--- config.mk ---
export PLATFORM = sky130hd
export DESIGN_NAME = lge_row_engine
export DESIGN_NICKNAME = d
export VERILOG_FILES = /design/src/rtl/core/life_generation_engine_defines.svh /design/src/rtl/core/lge_pkg.sv /design/src/rtl/core/lge_lane.sv /design/src/rtl/core/lge_row_engine.sv
export SDC_FILE = /design/constraint.sdc
export NUM_CORES = 1
export LEC_CHECK = 0
export CAP_MARGIN = 20
export CORE_AREA = 3 3 165 167
export CTS_CLUSTER_DIAMETER = 50
export CTS_CLUSTER_SIZE = 28
export DETAILED_ROUTE_END_ITERATION = 7
export DIE_AREA = 0 0 168 170
export DONT_BUFFER_PORTS = 1
export HOLD_SLACK_MARGIN = 0.12
export PLACE_DENSITY = 0.8
export REMOVE_ABC_BUFFERS = 1
export SLEW_MARGIN = 10
export SYNTH_ARGS = -nofsm -noshare
export SYNTH_HDL_FRONTEND = slang
export SYNTH_SLANG_ARGS = --single-unit
--- constraint.sdc ---
create_clock -name clock -period 5.15 [get_ports clock]
set_clock_uncertainty 0.2 [all_clocks]
set_input_delay 1.03 -clock clock [delete_from_list [all_inputs] [get_ports clock]]
set_output_delay 1.03 -clock clock [all_outputs]
set_load 0.005 [all_outputs]
--- src/rtl/core/life_generation_engine_defines.svh ---
// Assertion macros shared by the life generation engine RTL.
`ifndef LIFE_GENERATION_ENGINE_DEFINES_SVH
`define LIFE_GENERATION_ENGINE_DEFINES_SVH
`ifndef SYNTHESIS
`define LGE_ASSERT(label, ante, cons) \
   label: assert property (@(posedge clock) disable iff (reset) (ante) |-> (cons)) \
      else $error("%m: assertion failed");
`define LGE_ASSERT_NEXT(label, ante, cons) \
   label: assert property (@(posedge clock) disable iff (reset) (ante) |=> (cons)) \
      else $error("%m: assertion failed");
`else
`define LGE_ASSERT(label, ante, cons)
`define LGE_ASSERT_NEXT(label, ante, cons)
`endif
`endif

--- src/rtl/core/lge_pkg.sv ---
// Package with types, constants and helpers of the life generation engine.
package lge_pkg;

   localparam int ROWS = 64;
   localparam int COLS = 64;
   localparam int ROW_W = 6;
   localparam int CELL_W = 64;
   localparam int ROW_AW = $clog2(ROWS);
   localparam int CNT_W = $clog2(ROWS + 2);
   localparam int NBR_W = 4;

   localparam logic [CNT_W-1:0] CNT_ROWS = CNT_W'(ROWS);
   localparam logic [CNT_W-1:0] CNT_LAST = CNT_W'(ROWS + 1);
   localparam logic [CNT_W-1:0] CNT_ONE = CNT_W'(1);
   localparam logic [CNT_W-1:0] CNT_TWO = CNT_W'(2);
   localparam logic [ROW_AW-1:0] ROW_TOP = ROW_AW'(ROWS - 1);
   localparam logic [ROW_W:0] ROWS_LIMIT = (ROW_W + 1)'(ROWS);

   localparam logic [NBR_W-1:0] BIRTH_COUNT = 4'd3;
   localparam logic [NBR_W-1:0] KEEP_COUNT = 4'd2;

   localparam logic REQ_LOAD = 1'b0;
   localparam logic REQ_STEP = 1'b1;

   typedef enum logic {
      ST_IDLE,
      ST_RUN
   } lge_state_type;

   typedef struct packed {
      logic              req_type;
      logic [ROW_W-1:0]  row_index;
      logic [CELL_W-1:0] row_cells;
   } lge_req_word_type;

   typedef struct packed {
      logic [ROW_W-1:0]  out_row;
      logic [CELL_W-1:0] out_cells;
      logic              last_row;
   } lge_rsp_word_type;

   typedef struct packed {
      logic              go;
      logic [ROW_AW-1:0] row;
      logic              last;
   } lge_row_ctl_type;

   function automatic logic [ROW_W-1:0] row_to_out(input logic [ROW_AW-1:0] a);
      return ROW_W'(a);
   endfunction

   function automatic logic [CELL_W-1:0] cells_to_out(input logic [COLS-1:0] c);
      return CELL_W'(c);
   endfunction

endpackage

--- src/rtl/core/lge_lane.sv ---
// One cell lane: counts the eight neighbors of a cell and applies the rule.
module lge_lane (
   input  logic [7:0] nbr,
   input  logic       alive,
   output logic       next_alive
);

   logic [lge_pkg::NBR_W-1:0] count;

   always_comb begin
      count = '0;
      for (int k = 0; k < 8; k++) begin
         count = count + {3'b000, nbr[k]};
      end
      next_alive = (count == lge_pkg::BIRTH_COUNT) ||
                   (alive && (count == lge_pkg::KEEP_COUNT));
   end

endmodule

--- src/rtl/core/lge_row_engine.sv ---
// Row of cell lanes on a torus and the output register that merges their results.
module lge_row_engine (
   input  logic                      clock,
   input  logic                      reset,
   input  lge_pkg::lge_row_ctl_type  ctl,
   input  logic [lge_pkg::COLS-1:0]  above,
   input  logic [lge_pkg::COLS-1:0]  here,
   input  logic [lge_pkg::COLS-1:0]  below,
   input  logic                      rsp_stall,
   output logic [lge_pkg::COLS-1:0]  fresh_row,
   output logic                      rsp_valid,
   output lge_pkg::lge_rsp_word_type rsp_word
);

   logic                      rsp_valid_ff;
   logic                      rsp_valid_in;
   lge_pkg::lge_rsp_word_type rsp_word_ff;
   lge_pkg::lge_rsp_word_type rsp_word_in;

   for (genvar c = 0; c < lge_pkg::COLS; c++) begin : g_lane
      localparam int CW = (c + lge_pkg::COLS - 1) % lge_pkg::COLS;
      localparam int CE = (c + 1) % lge_pkg::COLS;

      lge_lane u_lane (
         .nbr        ({above[CW], above[c], above[CE], here[CW], here[CE],
                       below[CW], below[c], below[CE]}),
         .alive      (here[c]),
         .next_alive (fresh_row[c])
      );
   end

   always_comb begin
      rsp_word_in.out_row   = lge_pkg::row_to_out(ctl.row);
      rsp_word_in.out_cells = lge_pkg::cells_to_out(fresh_row);
      rsp_word_in.last_row  = ctl.last;
      rsp_valid_in          = ctl.go || (rsp_valid_ff && rsp_stall);
   end

   always_ff @(posedge clock) begin
      if (reset) begin
         rsp_valid_ff <= 1'b0;
      end else begin
         rsp_valid_ff <= rsp_valid_in;
      end
      if (ctl.go) begin
         rsp_word_ff <= rsp_word_in;
      end
   end

   assign rsp_valid = rsp_valid_ff;
   assign rsp_word  = rsp_word_ff;

endmodule
# After elaboration in Yosys (flattened, before gate mapping)
# Cells that the tools add are included.
# word_totals
regBits	72
inputBits	203
output_inout_bits	136
# classes
addsub	448
n_eq_ne	128
reduce_logical	130
# op_table
cell	count
4-bit by 1-bit adder with 4-bit output	384
4-bit by 2-bit equality test with 1-bit output (second input constant)	128
1-bit by 1-bit adder with 2-bit output	64
1-bit logical AND	65
1-bit logical OR	65

# Depth between registers and ports, before layout
# depth
depth_word	10
depth_mapped	12
depth_no_buf	11

# By module
# From an unflattened synthesis, not the netlist that was laid out.
# unflattened
cells_unflattened	1546
area_unflattened_um2	14582.7
# modules_own_cells
mod	instances	cells_per_inst	area_each_um2	seq_area_each_um2
lge_lane at g_lane[0].u_lane ...	38	23	200.2	0.0
lge_lane at g_lane[24].u_lane ...	26	23	185.2	0.0
lge_row_engine	1	74	2160.8	2152.1

# Least setup slack after synthesis
# Ideal clock, no wire load.
# synth_timing
path_type	input port to output port
startpoint	input below[15] in the netlist's numbering
endpoint	output fresh_row[15] in the netlist's numbering
t_arrival_ps	3543
setup_slack_ps	377
cell_stages	10
path_cell_list	ha_1 > inv_1 > fa_1 > fa_1 > inv_1 > fa_1 > inv_1 > fa_1 > a2111oi_2 > buf_4
# synth_via
elab_chain_len	10
word_cells_on_any_way	11
cone_classes	add/sub (7); eq/ne (2); reduce/logical (2)
# synth_lines
item	line	text
from (decl)	lge_row_engine.sv:8	input logic [lge_pkg::COLS-1:0] below,
1-bit by 1-bit adder with 2-bit output *	lge_lane.sv:13	count = count + {3'b000, nbr[k]};
4-bit by 1-bit adder with 4-bit output * (6 in a row)	lge_lane.sv:13	
4-bit by 2-bit equality test with 1-bit output	lge_lane.sv:16	(alive && (count == lge_pkg::KEEP_COUNT));
1-bit logical AND	lge_lane.sv:16	
1-bit logical OR *	lge_lane.sv:15	next_alive = (count == lge_pkg::BIRTH_COUNT) ||
to (decl)	lge_row_engine.sv:10	output logic [lge_pkg::COLS-1:0] fresh_row,
# Mark *: on every way between the ends. The rest lies on a longest branch, timed or not.

# Worst setup path in the final report
# layout_timing
startpoint	input below[58] in the netlist's numbering
endpoint	output fresh_row[58] in the netlist's numbering
# Same word-level chain as after synthesis.

==> results.txt <==
----------------------------------------------------
[Yosys]
  Synth cell types ... 19
  Most numerous cell in the Yosys netlist ... sky130_fd_sc_hd__inv_1
  Number of synthesized flops with an enable pin ... 71
  Leading register cell type out of synthesis ... sky130_fd_sc_hd__edfxtp_1
  Yosys warns ... 0
  Seq/Total Area, Yosys ... 15.2%
  #FFs+latches synth ... 72
  Post-synth ARST share ... 0%
  Largest cells by area after synthesis ... sky130_fd_sc_hd__fa_1 (36%), sky130_fd_sc_hd__ha_1 (17%), sky130_fd_sc_hd__inv_1 (16%)
  Average instance area after synthesis ... 9.42 um2
  Post-synthesis cell area ... 14200 um2
  Share of Yosys cell area claimed by the top area cell type ... 36.1%
  Ranking of synthesized cells by instance count ... sky130_fd_sc_hd__inv_1 (590), sky130_fd_sc_hd__fa_1 (256), sky130_fd_sc_hd__ha_1 (192), sky130_fd_sc_hd__nor2_1 (99), sky130_fd_sc_hd__edfxtp_1 (71)
  Gate Count Post-Synth ... 1508
  Cell taking the most area after synthesis ... sky130_fd_sc_hd__fa_1

[Routing]
  Total wirelength of the detailed-routed design ... 29900 um
  DR vias/cell ... 5.17
  Antenna Violating Nets Remaining ... 0
  Number of iterations in the first detailed-routing pass ... 4
  Vias after detailed routing ... 9335
  Number of DRC violations after detailed routing ... 0
  First DRT Iteration DRCs ... 313
  Average routed wire per standard cell ... 16.5 um

[CTS]
  Root buffer selected by CTS ... sky130_fd_sc_hd__clkbuf_16
  Buffers from clock root to sink, at most ... 2
  Sink count of the clock tree ... 72
  Post-CTS repair timing setup buffer count ... 0
  Total clock buffers created by CTS ... 9
  Clock slew at the register clock pins of the worst setup and hold paths ... 70 ps
  Level count of the clock H-tree ... 3
  TritonCTS clock tree ... yes
  Worst-Skew Late Latency ... 340 ps

[Floorplan]
  Placeable Area ... 25900 um2
  Die X ... 168 um
  Vertical die dimension ... 170 um
  IO Pins ... 339
  Site Rows ... 59
  Initial core utilization ... 54.8%
  Die Footprint ... 28600 um2

[Cells and area]
  Ant. Diodes ... 0
  Number of nets in the finished design ... 2116
  Layout cells sized above 1 ... 3.06%
  # fillers ... 2199
  Layout overhead on the synthesized area ... 2.30%
  Count of non-filler cells in the finished layout ... 1805

[Run status]
  Run status ... completed

[Placement]
  I/O Buffers ... 0
  Placed cell count ... 1789
  Placer's final routability congestion estimate ... 0.878
  Detailed placement HPWL ... 27400 um

[STA]
  Total negative slack ... 0 ps
  Max_slew headroom ... 60.5%
  Maximum achievable frequency ... 202 MHz
  Crit path time final ... 4940 ps
  Number of pins with negative max-slew slack in the final report ... 0
  Transition time at the pin with the least slew margin ... 591 ps
  Final count of negative-setup-slack endpoints ... 0
  Fraction of the cycle the final worst path needs ... 96.0%
  Number of hold violations in the final report ... 0
  Unrepaired setup endpoints after global routing ... false

[Power and ir drop]
  Max IR drop VDD ... 146 uV
  Ratio of total power to cell area ... 257 nW/um2
  Leakage power of the design ... 8.03 nW

[Flow run]
  Count of maximum capacitance violations ... 0

[Worst setup path]
  Maximum fanout along the worst path ... 3
  Critical Path Slowest Stage Cell ... sky130_fd_sc_hd__fa_1
  Critical Path Max Stage Delay ... 440 ps
  Chain of cells forming the critical path ... ha_1 -> inv_1 -> fa_1 -> fa_1 -> inv_1 -> fa_1 -> inv_1 -> fa_1 -> a211o_1 -> a211oi_2 -> buf_4
  Critical Path Sink Type ... primary output
  Register-to-register path setup slack ... 4330 ps
  Arr. time, crit path ... 3710 ps
  Data required, critical path ... 3920 ps
  Critical path startpoint category ... input port
  Top cell by count, worst path ... sky130_fd_sc_hd__fa_1
  Critical path class ... input port to primary output

[Global routing]
  Global route overflow ... 0
  Wire length of the first global-routing pass ... 49500 um
  Maximum number of pins on one net before global-route repair ... 73
  Antenna violations before repair ... 0
  Via count of the first global-routing pass ... 10.6k
  Global-route total usage across every layer ... 21.4%

[Hold path]
  Type of the worst min-delay path ... flop to flop

----------------------------------------------------
==> per-layer routing <==
metal,vias up,routed length [um],global-route usage [%]
li1,4310,-,-
met1,4657,11100,24.5
met2,298,15700,39.3
met3,70,2060,5.41
met4,0,986,6.97
met5,-,0,0
==> area by class of cell <==
class,count,area (um2),area share [%]
Multi-Input combinational cell,782,9360,64.4
Tap cell,335,419,2.89
Sequential cell,72,2150,14.8
Inverter,590,2210,15.2
Clock buffer,11,253,1.74
Timing Repair Buffer,10,75.1,0.517
Clock inverter,5,55.1,0.379
==> final timing paths <==
path,from,to,cells past startpoint
max,below[58],fresh_row[58],11
min,rsp_valid,rsp_valid,2
max reg2reg,rsp_valid,rsp_valid,2
min reg2reg,rsp_valid,rsp_valid,2
==> repair_timing <==
action	CTS	global route
gates resized for setup	0	1
hold buffers	0	0
endpoints found under the setup margin	0	1
==> sequential cells by signal, indices dropped and copies added (netlist names) <==
signal / flops
rsp_word: 71
rsp_valid: 1
==> cells by family (layout without fill, tap and decap cells) <==
| family | after synthesis | count (layout) | synth area share (%) |
|---|---|---|---|
| AOI/OAI and AO/OA | 95 | 95 | 5.39 |
| adders and majority gates | 448 | 448 | 53.0 |
| buffers and inverters | 654 | 616 | 19.0 |
| DFF | 72 | 72 | 15.2 |
| and+or+nand+nor | 239 | 239 | 7.46 |
==> report_power, final <==
part           internal (W)  total (W)  switching (W)
Clock              0.000401   0.000683       0.000282
Sequential         0.000823   0.000893      0.0000701
Combinational      0.000940    0.00216        0.00122
Total               0.00216    0.00374        0.00157
==> worst max-delay path: cells and delay by family <==
family          cells  cell delay [ps]
compound gates      2              600
buf+inv             4              380
fa+ha+maj           5             1710
==> per-stage QoR <==
| step | total power, W | area, um2 | worst slack, ps | hold slack (ps) | utilization, % |
|---|---|---|---|---|---|
| floorplan | 0.00254 | 13700 | 487 | 279 | - |
| global placement | 0.00289 | 14200 | 181 | 296 | 54.9 |
| detailed placement | 0.00309 | 14200 | 124 | 319 | 54.9 |
| CTS | 0.00378 | 14500 | 114 | 335 | 56.0 |
| global route | 0.00418 | 14500 | 62.9 | 396 | 56.1 |
| finish | 0.00374 | 14500 | 205 | 327 | 56.1 |
==> placed cells by master (no fill, tap or decap) <==
| cell type | n |
|---|---|
| sky130_fd_sc_hd__inv_1 | 590 |
| sky130_fd_sc_hd__fa_1 | 256 |
| sky130_fd_sc_hd__ha_1 | 192 |
| sky130_fd_sc_hd__nor2_1 | 99 |
| sky130_fd_sc_hd__edfxtp_1 | 71 |
| sky130_fd_sc_hd__nand2_1 | 56 |
| sky130_fd_sc_hd__a31oi_1 | 56 |
| sky130_fd_sc_hd__nor2b_1 | 40 |
| sky130_fd_sc_hd__nor3_1 | 40 |
| sky130_fd_sc_hd__a2111oi_2 | 16 |
| sky130_fd_sc_hd__buf_4 | 10 |
| sky130_fd_sc_hd__clkbuf_16 | 9 |
| sky130_fd_sc_hd__a211o_1 | 6 |
| sky130_fd_sc_hd__o22ai_1 | 6 |
| sky130_fd_sc_hd__a211oi_1 | 5 |
| sky130_fd_sc_hd__a21oi_1 | 3 |
| sky130_fd_sc_hd__a211oi_2 | 3 |
| sky130_fd_sc_hd__nand2b_1 | 2 |
| sky130_fd_sc_hd__nand3b_1 | 2 |
| sky130_fd_sc_hd__clkbuf_8 | 2 |
| sky130_fd_sc_hd__clkinv_2 | 2 |
| sky130_fd_sc_hd__clkinvlp_4 | 2 |
| sky130_fd_sc_hd__bufinv_16 | 1 |
| sky130_fd_sc_hd__dfxtp_1 | 1 |
No activity file was read; power rests on OpenSTA's default activity.
